**config.mk**
```make
export PLATFORM = sky130hd
export DESIGN_NAME = imu_serial_frame_parser
export DESIGN_NICKNAME = d
export VERILOG_FILES = /design/src/hdl/imu_sfp_pkg.sv /design/src/hdl/imu_sfp_assembler.sv /design/src/hdl/imu_sfp_scaler.sv /design/src/hdl/imu_serial_frame_parser.sv
export SDC_FILE = /design/constraint.sdc
export NUM_CORES = 1
export LEC_CHECK = 0
export BUFFER_PORTS_ARGS = -buffer_cell sky130_fd_sc_hd__clkbuf_2
export CAP_MARGIN = 15
export CORE_ASPECT_RATIO = 0.75
export CORE_UTILIZATION = 35
export CTS_BUF_LIST = sky130_fd_sc_hd__clkbuf_16
export DETAILED_ROUTE_END_ITERATION = 10
export SLEW_MARGIN = 20
export SYNTH_ARGS = -nofsm -noshare
export SYNTH_HDL_FRONTEND = slang
export SYNTH_SLANG_ARGS = --single-unit
```
**constraint.sdc**
```tcl
create_clock -name clk -period 18.6 [get_ports clk]
set_input_delay 5.58 -clock clk [delete_from_list [all_inputs] [get_ports clk]]
set_output_delay 5.58 -clock clk [all_outputs]
set_load 0.1 [all_outputs]
```
**src/hdl/imu_sfp_pkg.sv**
```systemverilog
`timescale 1ns / 1ps
`default_nettype none
// ----------------------------------------------------------------------------
// IMU serial frame parser package
// Types, frame codes and the fixed-point scaling functions shared by the
// frame assembler, the result scaler and the top level.
// ----------------------------------------------------------------------------
package imu_sfp_pkg;

  localparam logic [7:0] START_BYTE = 8'h55;
  localparam logic [7:0] TYPE_ACCEL = 8'h51;
  localparam logic [7:0] TYPE_GYRO  = 8'h52;
  localparam logic [7:0] TYPE_ANGLE = 8'h53;

  // Bytes per frame; the count of bytes held runs from 0 to FRAME_LEN - 1.
  localparam int unsigned FRAME_LEN = 11;
  localparam int unsigned CNT_W     = 4;
  // Held bytes that are ever read: the type byte and three data words.
  localparam int unsigned HELD_USED = 7;
  localparam int unsigned HELD_IDX_W = 3;

  typedef enum logic [1:0] {
    KIND_ACCEL = 2'd0,
    KIND_GYRO  = 2'd1,
    KIND_ANGLE = 2'd2,
    KIND_OTHER = 2'd3
  } frame_kind_t;

  typedef logic [2:0][15:0] word3_t;

  // Handoff from the assembler to the scaler: one completed frame.
  typedef struct packed {
    logic        valid;
    frame_kind_t kind;
  } frame_ctl_t;

  // floor(raw * 125 / 128): deg/s with 4 fraction bits.
  function automatic logic [15:0] gyro_scale(input logic [15:0] raw);
    logic signed [22:0] prod;
    prod = 23'($signed(raw)) * 23'sd125;
    return prod[22:7];
  endfunction

  // floor(raw * 45 / 64): degrees with 7 fraction bits.
  function automatic logic [15:0] angle_scale(input logic [15:0] raw);
    logic signed [21:0] prod;
    prod = 22'($signed(raw)) * 22'sd45;
    return prod[21:6];
  endfunction

endpackage
`default_nettype wire

```
**src/hdl/imu_sfp_assembler.sv**
```systemverilog
`timescale 1ns / 1ps
`default_nettype none
// ----------------------------------------------------------------------------
// IMU frame assembler
// Counts bytes into 11-byte frames, holds the type and data bytes, and loads
// the accel, gyro or angle words when the last byte of a frame arrives.
// ----------------------------------------------------------------------------
module imu_sfp_assembler import imu_sfp_pkg::*; (
  input  wire logic       clk,
  input  wire logic       rst_n,
  input  wire logic       byte_take,
  input  wire logic [7:0] byte_data,
  input  wire logic       ctl_take,
  output frame_ctl_t      ctl,
  output word3_t          accel,
  output word3_t          gyro,
  output word3_t          angle
);

  logic [CNT_W-1:0] byte_count_r, byte_count_nxt;
  logic [7:0]       frame_bytes_r [HELD_USED];
  frame_ctl_t       ctl_r, ctl_nxt;
  word3_t           accel_r, accel_nxt;
  word3_t           gyro_r, gyro_nxt;
  word3_t           angle_r, angle_nxt;
  word3_t           words;
  logic [CNT_W-1:0] held_pos;
  logic             last_byte;

  assign held_pos  = byte_count_r - CNT_W'(1);
  assign last_byte = byte_count_r == CNT_W'(FRAME_LEN - 1);

  always_comb begin
    for (int i = 0; i < 3; i++) begin
      words[i] = {frame_bytes_r[2 + 2 * i], frame_bytes_r[1 + 2 * i]};
    end
  end

  always_comb begin
    byte_count_nxt = byte_count_r;
    ctl_nxt        = ctl_r;
    accel_nxt      = accel_r;
    gyro_nxt       = gyro_r;
    angle_nxt      = angle_r;
    if (ctl_take) begin
      ctl_nxt.valid = 1'b0;
    end
    if (byte_take) begin
      if (byte_count_r == '0) begin
        if (byte_data == START_BYTE) begin
          byte_count_nxt = CNT_W'(1);
        end
      end else if (!last_byte) begin
        byte_count_nxt = byte_count_r + CNT_W'(1);
      end else begin
        byte_count_nxt = '0;
        ctl_nxt.valid  = 1'b1;
        case (frame_bytes_r[0])
          TYPE_ACCEL: begin
            accel_nxt    = words;
            ctl_nxt.kind = KIND_ACCEL;
          end
          TYPE_GYRO: begin
            gyro_nxt     = words;
            ctl_nxt.kind = KIND_GYRO;
          end
          TYPE_ANGLE: begin
            angle_nxt    = words;
            ctl_nxt.kind = KIND_ANGLE;
          end
          default: begin
            ctl_nxt.kind = KIND_OTHER;
          end
        endcase
      end
    end
  end

  always_ff @(posedge clk) begin
    if (!rst_n) begin
      byte_count_r <= '0;
      ctl_r        <= '{valid: 1'b0, kind: KIND_OTHER};
      accel_r      <= '0;
      gyro_r       <= '0;
      angle_r      <= '0;
    end else begin
      byte_count_r <= byte_count_nxt;
      ctl_r        <= ctl_nxt;
      accel_r      <= accel_nxt;
      gyro_r       <= gyro_nxt;
      angle_r      <= angle_nxt;
    end
  end

  // Only the type byte and the three data words are kept; the fourth word
  // and the checksum are never read.
  always_ff @(posedge clk) begin
    if (byte_take && byte_count_r != '0 && !last_byte &&
        held_pos < CNT_W'(HELD_USED)) begin
      frame_bytes_r[held_pos[HELD_IDX_W-1:0]] <= byte_data;
    end
  end

  assign ctl   = ctl_r;
  assign accel = accel_r;
  assign gyro  = gyro_r;
  assign angle = angle_r;

endmodule
`default_nettype wire

```
**src/hdl/imu_sfp_scaler.sv**
```systemverilog
`timescale 1ns / 1ps
`default_nettype none
// ----------------------------------------------------------------------------
// IMU result scaler
// Scales the stored gyro and angle words to fixed point and holds the full
// nine-value result in the output register until it is taken.
// ----------------------------------------------------------------------------
module imu_sfp_scaler import imu_sfp_pkg::*; (
  input  wire logic       clk,
  input  wire logic       rst_n,
  input  wire frame_ctl_t ctl,
  input  wire word3_t     accel,
  input  wire word3_t     gyro,
  input  wire word3_t     angle,
  output logic            ctl_take,
  input  wire logic       res_ready,
  output logic            res_valid,
  output frame_kind_t     res_kind,
  output word3_t          res_accel,
  output word3_t          res_rate,
  output word3_t          res_angle
);

  logic        valid_r;
  frame_kind_t kind_r;
  word3_t      accel_r, rate_r, angle_r;
  word3_t      rate_nxt, angle_nxt;
  logic        load;

  assign load     = !valid_r || res_ready;
  assign ctl_take = load && ctl.valid;

  always_comb begin
    for (int i = 0; i < 3; i++) begin
      rate_nxt[i]  = gyro_scale(gyro[i]);
      angle_nxt[i] = angle_scale(angle[i]);
    end
  end

  always_ff @(posedge clk) begin
    if (!rst_n) begin
      valid_r <= 1'b0;
    end else if (load) begin
      valid_r <= ctl.valid;
    end
  end

  always_ff @(posedge clk) begin
    if (ctl_take) begin
      kind_r  <= ctl.kind;
      accel_r <= accel;
      rate_r  <= rate_nxt;
      angle_r <= angle_nxt;
    end
  end

  assign res_valid = valid_r;
  assign res_kind  = kind_r;
  assign res_accel = accel_r;
  assign res_rate  = rate_r;
  assign res_angle = angle_r;

endmodule
`default_nettype wire

```
**src/hdl/imu_serial_frame_parser.sv**
```systemverilog
`timescale 1ns / 1ps
`default_nettype none
// A completed frame's result is valid once its last byte has passed the
// assembler register, then the scaling output register. Throughput: one byte
// per cycle unless a finished frame is blocked behind a held result; the
// output and frame registers let the next byte in while a result waits.
// Reset: synchronous, active low; clears the byte count, the three stores and
// both valid flags. Held frame bytes are not reset.
// ----------------------------------------------------------------------------
// IMU serial frame parser
// Assembles 11-byte sensor frames from serial bytes and reports the raw accel
// and the scaled rate and angle values after every completed frame.
// ----------------------------------------------------------------------------
module imu_serial_frame_parser import imu_sfp_pkg::*; (
  input  wire logic        clk,
  input  wire logic        rst_n,
  input  wire logic        in_valid,
  output logic             in_ready,
  input  wire logic [7:0]  in_byte_in,
  output logic             out_valid,
  input  wire logic        out_ready,
  output logic [1:0]       out_frame_kind,
  output logic [15:0]      out_accel_x,
  output logic [15:0]      out_accel_y,
  output logic [15:0]      out_accel_z,
  output logic [15:0]      out_rate_x,
  output logic [15:0]      out_rate_y,
  output logic [15:0]      out_rate_z,
  output logic [15:0]      out_roll_deg,
  output logic [15:0]      out_pitch_deg,
  output logic [15:0]      out_yaw_deg
);

  frame_ctl_t  ctl;
  logic        ctl_take;
  logic        in_take;
  word3_t      accel, gyro, angle;
  frame_kind_t res_kind;
  word3_t      res_accel, res_rate, res_angle;

  // A byte may complete a frame, so the frame register must be free or
  // draining into the output register this cycle.
  assign in_ready = !ctl.valid || ctl_take;
  assign in_take  = in_valid && in_ready;

  imu_sfp_assembler u_assembler (
    .clk       (clk),
    .rst_n     (rst_n),
    .byte_take (in_take),
    .byte_data (in_byte_in),
    .ctl_take  (ctl_take),
    .ctl       (ctl),
    .accel     (accel),
    .gyro      (gyro),
    .angle     (angle)
  );

  imu_sfp_scaler u_scaler (
    .clk       (clk),
    .rst_n     (rst_n),
    .ctl       (ctl),
    .accel     (accel),
    .gyro      (gyro),
    .angle     (angle),
    .ctl_take  (ctl_take),
    .res_ready (out_ready),
    .res_valid (out_valid),
    .res_kind  (res_kind),
    .res_accel (res_accel),
    .res_rate  (res_rate),
    .res_angle (res_angle)
  );

  assign out_frame_kind = res_kind;
  assign out_accel_x    = res_accel[0];
  assign out_accel_y    = res_accel[1];
  assign out_accel_z    = res_accel[2];
  assign out_rate_x     = res_rate[0];
  assign out_rate_y     = res_rate[1];
  assign out_rate_z     = res_rate[2];
  assign out_roll_deg   = res_angle[0];
  assign out_pitch_deg  = res_angle[1];
  assign out_yaw_deg    = res_angle[2];

  // A completed frame only appears after a byte transfer.
  a_frame_from_byte : assert property (@(posedge clk) disable iff (!rst_n)
    $rose(ctl.valid) |-> $past(in_take))
    else $error("frame flagged without a byte transfer");

  // A new result only appears when the frame register handed one over.
  a_result_from_frame : assert property (@(posedge clk) disable iff (!rst_n)
    $rose(out_valid) |-> $past(ctl_take))
    else $error("result appeared without a completed frame");

  // Input stalls only while a finished frame is blocked behind a held result.
  a_stall_cause : assert property (@(posedge clk) disable iff (!rst_n)
    !in_ready |-> (ctl.valid && out_valid && !out_ready))
    else $error("input stalled without a blocked result");

  // A frame handed over is visible at the output in the next cycle.
  a_handover : assert property (@(posedge clk) disable iff (!rst_n)
    ctl_take |=> out_valid)
    else $error("handed-over frame lost");

endmodule
`default_nettype wire
```
-- Yosys cells after proc, flatten, opt, wreduce, memory -nomap -nowiden
Memories as Yosys holds them, arrays and structs flattened.
Cells that the tools add are included.
- logic and storage cells: 67
- input port bits: 12
- RAM bits: 56
- memories: 1
- flip-flop bits (word level): 298
- output and inout port bits: 148
- muxes and demuxes: 10
- $lt $le $gt $ge: 1
- bitwise logic cells: 1
- $add $sub $neg: 2
- reduce and logical (&&, ||, !) cells: 17
- multiply operators: 6
- equality and inequality tests: 6
- memory list (memory ; depth ; bits a word ; rd ports ; clocked after Yosys merged registers in ; write ports ; line ; RTL):
    u_assembler.frame_bytes_r ; 7 ; 8 ; 7 ; 0 ; 1 ; imu_sfp_assembler.sv:21 ; logic [7:0] frame_bytes_r [HELD_USED];
- operator list (kind ; count):
    $mul A16 B8 Y23 const B ; 3
    $mul A16 B7 Y22 const B ; 3
    $eq A8 B7 Y1 const B ; 4
    $mux W4 ; 3
    $reduce_and A4 Y1 ; 3
    $mux W3 ; 3
    $pmux W2 S3 ; 1
    $logic_and A1 B1 Y1 ; 5
    $add A4 B1 Y4 const B ; 1
    $eq A4 B4 Y1 const B ; 1
    $logic_not A4 Y1 ; 1
    $lt A4 B3 Y1 const B ; 1
    $reduce_bool A4 Y1 ; 1
    $sub A4 B1 Y4 const B ; 1
    $logic_not A1 Y1 ; 3
    $mux W1 ; 3
    $reduce_and A3 Y1 ; 1
    $logic_or A1 B1 Y1 ; 2
    $ne A2 B2 Y1 const B ; 1
    $reduce_and A2 Y1 ; 1
    $not A1 Y1 ; 1

-- Longest topological paths before layout
Gate-level depths: netlist (run 1).
- depth in word-level cells: 10
- depth in mapped cells: 17
- depth with buffers taken out: 17

-- By module
A second synthesis (run 1) with hierarchy kept.
- cells, all modules: 2468
- area, all modules: 25929.9 sq um
- modules (own cells, without submodules) (module ; cells an instance ; seq. area each (sq um) ; area each (sq um) ; times used):
    imu_sfp_scaler ; 1802 ; 4404.2 ; 18764.2 ; 1
    imu_sfp_assembler ; 664 ; 4704.5 ; 7143.1 ; 1
    imu_serial_frame_parser ; 2 ; 0.0 ; 22.5 ; 1

-- Least setup slack after synthesis (run 1)
OpenSTA, ideal clock, no wires.
- path kind: input -> register
- from: input port out_ready
- to: register u_scaler.accel_r, in the netlist u_scaler.res_accel[0] (enable)
- arrival time: 16146 ps
- setup time: 874 ps
- buffers on the path: 0
- stages: 2
- slack: 1580 ps
- cell sequence: inv_1 > a21boi_0
- word-level cells in the longest chain between the ends: 2
- RTL lines (element ; line ; RTL):
    from (decl) ; imu_serial_frame_parser.sv:21 ; input wire logic out_ready,
    $logic_or A1 B1 Y1 ; imu_sfp_scaler.sv:30 ; assign load = !valid_r || res_ready;
    $logic_and A1 B1 Y1 ; imu_sfp_scaler.sv:31 ; assign ctl_take = load && ctl.valid;
    net ctl_take ; imu_serial_frame_parser.sv:35 ; logic ctl_take;
    to (signal assigned) ; imu_sfp_scaler.sv:51 ; accel_r <= accel;
    to (decl) ; imu_sfp_scaler.sv:26 ; word3_t accel_r, rate_r, angle_r;
The timed path passes the listed nets, and every way through them passes these cells.
A chain may end at the register's enable or synchronous reset.

-- Worst setup path after layout (run 1)
- from: input port out_ready
- to: output port in_ready
- word-level cells in the longest chain between the ends: 3
- RTL lines (element ; line ; RTL):
    $logic_or A1 B1 Y1 ; imu_sfp_scaler.sv:30 ;
    $logic_and A1 B1 Y1 ; imu_sfp_scaler.sv:31 ;
    $logic_or A1 B1 Y1 ; imu_serial_frame_parser.sv:43 ; assign in_ready = !ctl.valid || ctl_take;
    to (decl) ; imu_serial_frame_parser.sv:18 ; output logic in_ready,
Every way passes these cells.

==> flow_metrics.py, run 1 <==
metrics = {
    "worst_hold_path": {
        "whs_path_depth": 0,
        "hp-class": "flip-flop to flip-flop",
        "hold_path_end": "u_scaler.res_accel[13]",
        "hp-start": "u_assembler.accel[13]",
    },
    "cts": {
        "cts_hold_buf": 0,
        "post_cts_resized": 0,
        "clock-sinks": 354,
        "insertion_delay_ns": 0.59,
        "clock_path_buffers": 3,
        "post_cts_buffers": 0,
        "cts-htree-levels": 2,
        "cts_buffers": 41,
        "cts_tree": "built",
        "clkSlewWorstSetupHoldPaths_ns": 0.06,
        "cts_root_buf": "clkbuf_16",
    },
    "timing": {
        "period_minus_slack_ns": 11.90,
        "relSlewSlack_pct": 39.1,
        "period_share_pct": 64.0,
        "finalSetupViolCount": 0,
        "finalSetupTns_ns": 0,
        "worst_slew_pin_slew_ns": 0.913,
        "skew_ns": 0.0194,
        "hold_violations": 0,
        "worst_slack_ns": 6.70,
        "maxSlewViolCount": 0,
        "max_freq_ghz": 0.0841,
        "rsz0062_at_grt": "no",
    },
    "yosys": {
        "synth_edf_count": 202,
        "synth_area_mm2": 0.0260,
        "ys_warn_count": 0,
        "synth_ff_type": "edfxtp_1",
        "ys_ff_latch": 354,
        "yosysSeqAreaShare_pct": 35.0,
        "yosysUniqueCellTypes": 74,
        "async_flop_share_pct": 0,
        "ys_top_cells_by_area": "edfxtp_1, fa_1, ha_1",
        "syn_avg_cell_area_um2": 10.2,
        "syn_inst": 2556,
        "synth.net_count": 3148,
        "yosysTopAreaCell": "edfxtp_1",
        "synth_top_area_share_pct": 23.3,
    },
    "detailed_routing": {
        "via_per_inst": 4.57,
        "wl_per_cell_um": 14.8,
        "drtAntennaViolNets": 0,
        "routed_wl_um": 55000,
        "num_vias": 17000,
        "firstDrtPassIters": 4,
        "drc": 0,
        "drtIter0Drc": 1053,
    },
    "cells_and_area": {
        "drive_gt1_share_pct": 9.49,
        "nets": 3309,
        "multiInputGateArea_mm2": 0.0144,
        "regArea_mm2": 0.00911,
        "nFillCells": 7283,
        "area_delta_synth_final_pct": 12.5,
    },
    "global_route": {
        "antenna_found_initial": 3,
        "first_global_vias": 16800,
        "grt_pass1_wl_um": 89800,
        "grt_overflow": 0,
        "grt_max_degree": 147,
        "grt.total_usage_pct": 15.1,
    },
    "pwr": {
        "power_density_mw_per_mm2": 55.8,
        "p_leak_uw": 0.0138,
        "power_uw": 1630,
        "ir_worst_vdd_mv": 0.0592,
    },
    "die": {
        "dieWidth_um": 317,
        "core_area_mm2": 0.0735,
        "io_pins": 160,
        "die_y_um": 238,
        "rows": 86,
        "initial_core_util_pct": 35.4,
        "die_area_mm2": 0.0755,
    },
    "placement": {
        "dp_hpwl_um": 41900,
        "preCtsSetupSlack_ns": 6.70,
        "port_buffers": 159,
        "place.gp.congestion": 0.796,
    },
    "setup_path": {
        "end_kind": "primary output",
        "cp.arrival_ns": 6.32,
        "path_max_fanout": 5,
        "ff2ff_setup_slack_ns": 13.06,
        "rr_worst_depth": 15,
        "worstSetupStartpointType": "primary input",
        "path_class": "primary input to primary output",
        "crit-reg2reg-launch": "u_assembler.gyro[36]",
        "r2r_end": "u_scaler.res_rate[47]",
        "required_ns": 13.02,
    },
    "run": {
        "cap_violations": 0,
    },
    "status": {
        "status": "completed",
    },
}
[layout make-up]
class	instances	share of cell area (%)
repair buffers	168	3.00
inverters	620	7.95
well taps	968	4.14
clock buffers	44	3.76
diodes	1	0.00854
clock inverters	32	0.743
multi-input cells	1532	49.3
flip-flops and latches	354	31.1
[cell usage in the layout, fill, tap and decap left out, types with 9 or more instances in the layout]
cell / netlist / routed
dfxtp_1: 152 / 152
nor3_1: 18 / 16
nor2_1: 39 / 39
xnor2_1: 67 / 67
and3_1: 9 / 9
a21oi_1: 207 / 207
a21o_1: 24 / 24
o21ai_0: 41 / 41
clkinv_2: 0 / 10
fa_1: 250 / 250
nand4_1: 9 / 9
nand2_1: 320 / 320
clkbuf_2: 0 / 159
nand3_1: 15 / 15
nor2b_1: 18 / 17
clkbuf_16: 0 / 44
o21a_1: 17 / 17
a31oi_1: 9 / 9
xor2_1: 43 / 43
ha_1: 330 / 330
edfxtp_1: 202 / 202
inv_1: 619 / 624
[synth_stat cells (15+ instances only)]
| cell type | count |
|---|---|
| a21o_1 | 24 |
| edfxtp_1 | 202 |
| xnor2_1 | 67 |
| clkbuf_1 | 42 |
| fa_1 | 250 |
| xor2_1 | 43 |
| a21oi_1 | 207 |
| nand2_1 | 320 |
| o21a_1 | 17 |
| inv_1 | 619 |
| nand3_1 | 15 |
| nor2b_1 | 18 |
| ha_1 | 330 |
| nor3_1 | 18 |
| o21ai_0 | 41 |
| nor2_1 | 39 |
| dfxtp_1 | 152 |
[power by group]
group,switching [uW],internal (uW)
registers,0.0284,821
clock network,355,448
logic,10.2,1.54
total,365,1270
[per-stage QoR]
step	instance area [um^2]	hold slack (ns)	utilization [%]	instances
CTS	29300	0.427	39.8	3718
finish	29300	0.424	39.9	3719
global placement	28000	0.414	38.0	3642
detailed placement	28000	0.417	38.0	3642
floorplan	26000	0.408	-	2556
global route	29300	0.438	39.8	3718
[cell families after synthesis]
family                   synth area share, %
buffers and inverters                   9.69
adder cells (fa/ha/maj)                 35.1
AND/OR/NAND/NOR                         7.95
AO/OA/AOI/OAI                           8.32
flip-flops                              35.0
XOR/XNOR                                3.79
multiplexers                           0.197
[flip-flops by register name, summed over array words and instances (netlist names)]
signal,flops
u_scaler.res_rate,48
u_scaler.res_accel,48
u_scaler.res_kind,2
u_assembler.gyro,48
u_assembler.byte_count_r,4
u_assembler.accel,48
u_scaler.res_valid,1
u_assembler.angle,48
u_scaler.res_angle,48
u_assembler.ctl,3
u_assembler.frame_bytes_r,56
[per-layer routing]
layer / track usage (%) / up-vias / wire, um / part of all wire [%]
met4: 3.55 / 4 / 976 / 1.8
met1: 21.4 / 8199 / 26900 / 49
met2: 23.9 / 226 / 24800 / 45
met3: 2.62 / 62 / 2250 / 4.1
li1: - / 8500 / - / -
met5: 0 / - / 20 / 0.036
[critical path, cell delays in order]
cell      delay [ns]
clkbuf_2        0.08
nand3b_1        0.17
clkbuf_2        0.49
[worst max path at each step]
stage / start / endpoint / slack, ns
6_report: out_ready / in_ready / 6.70
5_1_grt: out_ready / in_ready / 6.64
2_1_floorplan: out_ready / u_scaler.res_accel[0] / 1.58
3_3_place_gp: out_ready / in_ready / 6.69
3_5_place_dp: out_ready / in_ready / 6.70
4_1_cts: out_ready / in_ready / 6.70
Note: power is estimated with default switching activity, not from simulation.
==> inputs of run 2 (changes only) <==
Clock period 18.6 ns to 9.85 ns, I/O delays scaled along.
==> flow_metrics.py, run 2 (synthesis gave the netlist of run 1 again) <==
metrics = {
    "status": {
        "status": "completed",
    },
    "cells_and_area": {
        "stdcell_area_mm2": 0.0293,
        "final_core_util_pct": 39.9,
        "final_cell_mix": "inv_1, ha_1, nand2_1",
        "largest_register_ff_count": 56,
        "nFillCells": 7279,
        "area_delta_synth_final_pct": 12.7,
        "drive_gt1_share_pct": 9.56,
        "nets": 3309,
        "final_common_cell": "inv_1",
    },
    "pwr": {
        "power_uw": 3130,
        "power_density_mw_per_mm2": 107,
        "ir_worst_vdd_mv": 0.107,
        "p_leak_uw": 0.0147,
    },
    "setup_path": {
        "endpoint": "in_ready",
        "ff2ff_setup_slack_ns": 4.43,
        "cp.arrival_ns": 3.81,
        "end_kind": "primary output",
        "crit-reg2reg-launch": "u_assembler.gyro[36]",
        "path_class": "primary input to primary output",
        "worstSetupStartpointType": "primary input",
        "r2r_end": "u_scaler.res_rate[47]",
        "startpoint": "out_ready",
        "rr_worst_depth": 15,
        "path_max_fanout": 5,
        "required_ns": 6.90,
    },
    "timing": {
        "rsz0062_at_grt": "no",
        "period_share_pct": 68.7,
        "skew_ns": 0.0246,
        "max_freq_ghz": 0.148,
        "period_minus_slack_ns": 6.77,
        "maxSlewViolCount": 0,
        "relSlewSlack_pct": 31.7,
        "hold_violations": 0,
        "finalSetupViolCount": 0,
        "worst_slew_pin_slew_ns": 1.02,
        "finalSetupTns_ns": 0,
    },
    "cts": {
        "post_cts_resized": 0,
        "cts_tree": "built",
        "clock_path_buffers": 3,
        "cts_buffers": 43,
        "post_cts_buffers": 0,
        "insertion_delay_ns": 0.58,
        "cts-htree-levels": 2,
        "clock-sinks": 354,
        "cts_hold_buf": 0,
        "clkSlewWorstSetupHoldPaths_ns": 0.06,
        "cts_root_buf": "clkbuf_16",
    },
    "detailed_routing": {
        "drtAntennaViolNets": 0,
        "drtIter0Drc": 830,
        "drc": 0,
        "num_vias": 17100,
        "firstDrtPassIters": 5,
        "wl_per_cell_um": 14.9,
        "via_per_inst": 4.60,
        "routed_wl_um": 55300,
    },
    "die": {
        "die_y_um": 238,
        "dieWidth_um": 317,
        "io_pins": 160,
        "core_area_mm2": 0.0735,
        "die_area_mm2": 0.0755,
        "rows": 86,
        "initial_core_util_pct": 35.4,
    },
    "global_route": {
        "grt.total_usage_pct": 15.1,
        "grt_pass1_wl_um": 89900,
        "grt_overflow": 0,
        "grt_max_degree": 147,
        "antenna_found_initial": 3,
        "first_global_vias": 17100,
    },
    "placement": {
        "dpl_cell_area_mm2": 0.0279,
        "dp_hpwl_um": 42000,
        "port_buffers": 159,
        "place.gp.congestion": 0.821,
    },
    "run": {
        "cap_violations": 0,
    },
    "worst_hold_path": {
        "hp-class": "flip-flop to flip-flop",
    },
}
-- run 2: cell types whose count changed in the layout (fill, tap and decap cells not counted), sizes merged --
cell and change:
clkinv +3, clkbuf +2, inv +1, clkinvlp -2, buf -2
-- run 2: how the worst min path moves through the flow --
stage                                   endpoint  cells after the start                   from  slack, ns
final                      u_scaler.res_accel[7]                      0   u_assembler.accel[7]       0.43
after global routing      u_scaler.res_accel[46]                      0  u_assembler.accel[46]       0.45
after CTS                  u_scaler.res_accel[7]                      0   u_assembler.accel[7]       0.43
after detailed placement   u_scaler.res_accel[7]                      0   u_assembler.accel[7]       0.42
after global placement    u_scaler.res_accel[46]                      0  u_assembler.accel[46]       0.42
after floorplan            u_scaler.res_accel[0]                      0   u_assembler.accel[0]       0.41
-- run 2: power breakdown --
part           leakage [uW]  internal, uW  switching (uW)
registers           0.00342          1550          0.0526
logic                0.0105          2.77            19.4
clock network      0.000716           883             676
-- run 2: per-layer routing --
metal | track usage, % | wire, um | share of wire (%) | vias to the layer above
met4 | 3.45 | 994 | 1.8 | 2
met3 | 2.66 | 2600 | 4.7 | 53
li1 | - | - | - | 8503
met1 | 21.2 | 26800 | 49 | 8288
met2 | 24.3 | 24900 | 45 | 267
met5 | 0 | 14 | 0.025 | -
-- run 2: stage by stage --
step / setup WS, ns / std cells / hold slack [ns]
floorplan: 2.46 / 2556 / 0.408
global placement: 3.05 / 3640 / 0.418
detailed placement: 3.05 / 3640 / 0.416
CTS: 3.05 / 3720 / 0.431
global route: 3.03 / 3720 / 0.446
finish: 3.08 / 3721 / 0.428
-- run 2: layout make-up --
type | instances | area, um^2 | area share (%)
Clock buffer | 46 | 1150 | 3.92
Clock inverter | 34 | 236 | 0.806
Antenna cell | 1 | 2.50 | 0.00853
Inverter | 620 | 2330 | 7.94
Sequential cell | 354 | 9110 | 31.0
Multi-Input combinational cell | 1532 | 14400 | 49.2
Tap cell | 968 | 1210 | 4.13
Timing Repair Buffer | 166 | 861 | 2.93
-- run 2: worst max-delay path, cell delays in order --
cell      delay, ns
clkbuf_2       0.08
nand3b_1       0.25
clkbuf_2       0.52
==> inputs of run 3 (changes only) <==
Clock period 9.85 ns to 5.6 ns, I/O delays scaled along.
==> flow_metrics.py, run 3 (synthesis gave the netlist of run 1 again) <==
metrics = {
    "timing": {
        "max_freq_ghz": 0.194,
        "worst_slew_pin_slew_ns": 0.948,
        "finalSetupTns_ns": 0,
        "period_share_pct": 92.0,
        "period_minus_slack_ns": 5.15,
        "hold_violations": 0,
        "worst_slack_ns": 0.446,
        "skew_ns": 0.0210,
        "rsz0062_at_grt": "no",
        "relSlewSlack_pct": 36.8,
        "finalSetupViolCount": 0,
        "maxSlewViolCount": 0,
    },
    "setup_path": {
        "path_max_fanout": 6,
        "required_ns": 5.91,
        "crit_chain": "inv_1 -> fa_1 -> fa_1 -> inv_1 -> fa_1 -> inv_1 -> fa_1 -> inv_1 -> ha_1 -> a21o_1 -> a31o_2 -> a2111oi_0 -> buf_4 -> o21ai_0 -> a311oi_1 -> xnor2_1",
        "cp.arrival_ns": 5.47,
        "critPathSlowestCell": "fa_1",
        "worstSetupStartpointType": "flip-flop",
        "crit_cells": 16,
        "critPathTopFamily": "adder cells",
        "r2r_end": "u_scaler.res_rate[47]",
        "startpoint": "u_assembler.gyro[36]",
        "max_stage_delay_ns": 0.54,
        "rr_worst_depth": 16,
        "path_class": "flip-flop to flip-flop",
        "end_kind": "flip-flop",
        "crit-reg2reg-launch": "u_assembler.gyro[36]",
        "ff2ff_setup_slack_ns": 0.45,
        "path_buf_inv": 5,
        "endpoint": "u_scaler.res_rate[47]",
    },
    "cells_and_area": {
        "nets": 3314,
        "final_core_util_pct": 40.1,
        "finalNonFillerCells": 3723,
        "stdcell_area_mm2": 0.0295,
        "largest_register_ff_count": 56,
        "final_cell_mix": "inv_1, ha_1, nand2_1",
        "drive_gt1_share_pct": 9.62,
        "regArea_mm2": 0.00911,
        "final_common_cell": "inv_1",
        "multiInputGateArea_mm2": 0.0144,
        "nFillCells": 7256,
        "area_delta_synth_final_pct": 13.2,
    },
    "pwr": {
        "p_comb_share_pct": 0.7,
        "ir_worst_vdd_mv": 0.202,
        "power_density_mw_per_mm2": 193,
        "p_leak_uw": 0.0147,
        "p_clk_share_pct": 51.4,
        "p_int_uw": 4450,
        "switching_power_uw": 1230,
        "p_seq_share_pct": 47.9,
        "swShare_pct": 21.7,
    },
    "detailed_routing": {
        "drtAntennaViolNets": 0,
        "routed_wl_um": 54900,
        "drtIter0Drc": 909,
        "wl_per_cell_um": 14.8,
        "drc": 0,
        "firstDrtPassIters": 5,
        "num_vias": 17100,
        "via_per_inst": 4.59,
    },
    "die": {
        "die_y_um": 238,
        "io_pins": 160,
        "die_area_mm2": 0.0755,
        "rows": 86,
        "core_area_mm2": 0.0735,
        "initial_core_util_pct": 35.4,
        "dieWidth_um": 317,
    },
    "cts": {
        "clock_path_buffers": 3,
        "clock-sinks": 354,
        "cts_tree": "built",
        "cts_buffers": 41,
        "post_cts_resized": 0,
        "clkSlewWorstSetupHoldPaths_ns": 0.07,
        "insertion_delay_ns": 0.58,
        "cts-htree-levels": 2,
        "cts_hold_buf": 0,
        "cts_root_buf": "clkbuf_16",
        "post_cts_buffers": 0,
    },
    "run": {
        "cap_violations": 0,
    },
    "placement": {
        "port_buffers": 159,
        "dp_hpwl_um": 42100,
        "dp.cells": 3647,
        "place.gp.congestion": 0.824,
        "dpl_cell_area_mm2": 0.0280,
        "preCtsSetupSlack_ns": 0.455,
    },
    "global_route": {
        "grt_overflow": 0,
        "grt_pass1_wl_um": 90400,
        "grt_max_degree": 147,
        "first_global_vias": 17100,
        "antenna_found_initial": 1,
        "grt.total_usage_pct": 15.2,
    },
    "worst_hold_path": {
        "hp-class": "flip-flop to flip-flop",
    },
    "status": {
        "status": "completed",
    },
}
## run 3: final cells by class
cell class                 instances  share of cell area (%)
timing repair buffer             173                    3.14
inverter                         620                    7.90
tap                              968                    4.11
clock buffer                      44                    3.74
sequential                       354                    30.9
clock inverter                    31                    1.24
antenna                            1                 0.00849
multi-input combinational       1532                    49.0
## run 3: worst reg2reg max path, cell delays in order (launching register included)
cell and delay (ns):
dfxtp_1 0.45, inv_1 0.16, fa_1 0.52, fa_1 0.54, inv_1 0.05, fa_1 0.47
inv_1 0.05, fa_1 0.47, inv_1 0.04, ha_1 0.31, a21o_1 0.19, a31o_2 0.25
a2111oi_0 0.47, buf_4 0.20, o21ai_0 0.20, a311oi_1 0.41, xnor2_1 0.12
## run 3: metal layers
layer | GRT usage (%) | vias to the layer above | part of all wire, %
li1 | - | 8519 | -
met3 | 2.29 | 60 | 4.6
met5 | 0 | - | 0
met4 | 3.61 | 0 | 1.9
met2 | 24.2 | 256 | 45
met1 | 21.5 | 8252 | 49
## run 3: stage by stage
step / power (uW) / hold WS (ns)
after floorplan: 2800 / 0.408
after global placement: 2820 / 0.415
after detailed placement: 2820 / 0.416
after CTS: 5790 / 0.425
after global routing: 5880 / 0.433
final: 5690 / 0.425
## run 3: how the worst min path moves through the flow
stage / from / to / slack (ns) / depth (start not counted)
after global routing: u_assembler.accel[47] / u_scaler.res_accel[47] / 0.43 / 0
after detailed placement: u_assembler.accel[20] / u_scaler.res_accel[20] / 0.42 / 0
after floorplan: u_assembler.accel[0] / u_scaler.res_accel[0] / 0.41 / 0
final: u_assembler.accel[46] / u_scaler.res_accel[46] / 0.43 / 0
after global placement: u_assembler.accel[20] / u_scaler.res_accel[20] / 0.42 / 0
after CTS: u_assembler.accel[46] / u_scaler.res_accel[46] / 0.42 / 0
## run 3: power by group through the flow
stage               clock network [uW]  logic, uW  registers, uW
floorplan                            0       16.9           2780
global placement                     0       40.7           2780
detailed placement                   0       40.5           2780
CTS                               3020       40.7           2720
global route                      3120       44.0           2720
finish                            2920       40.8           2730
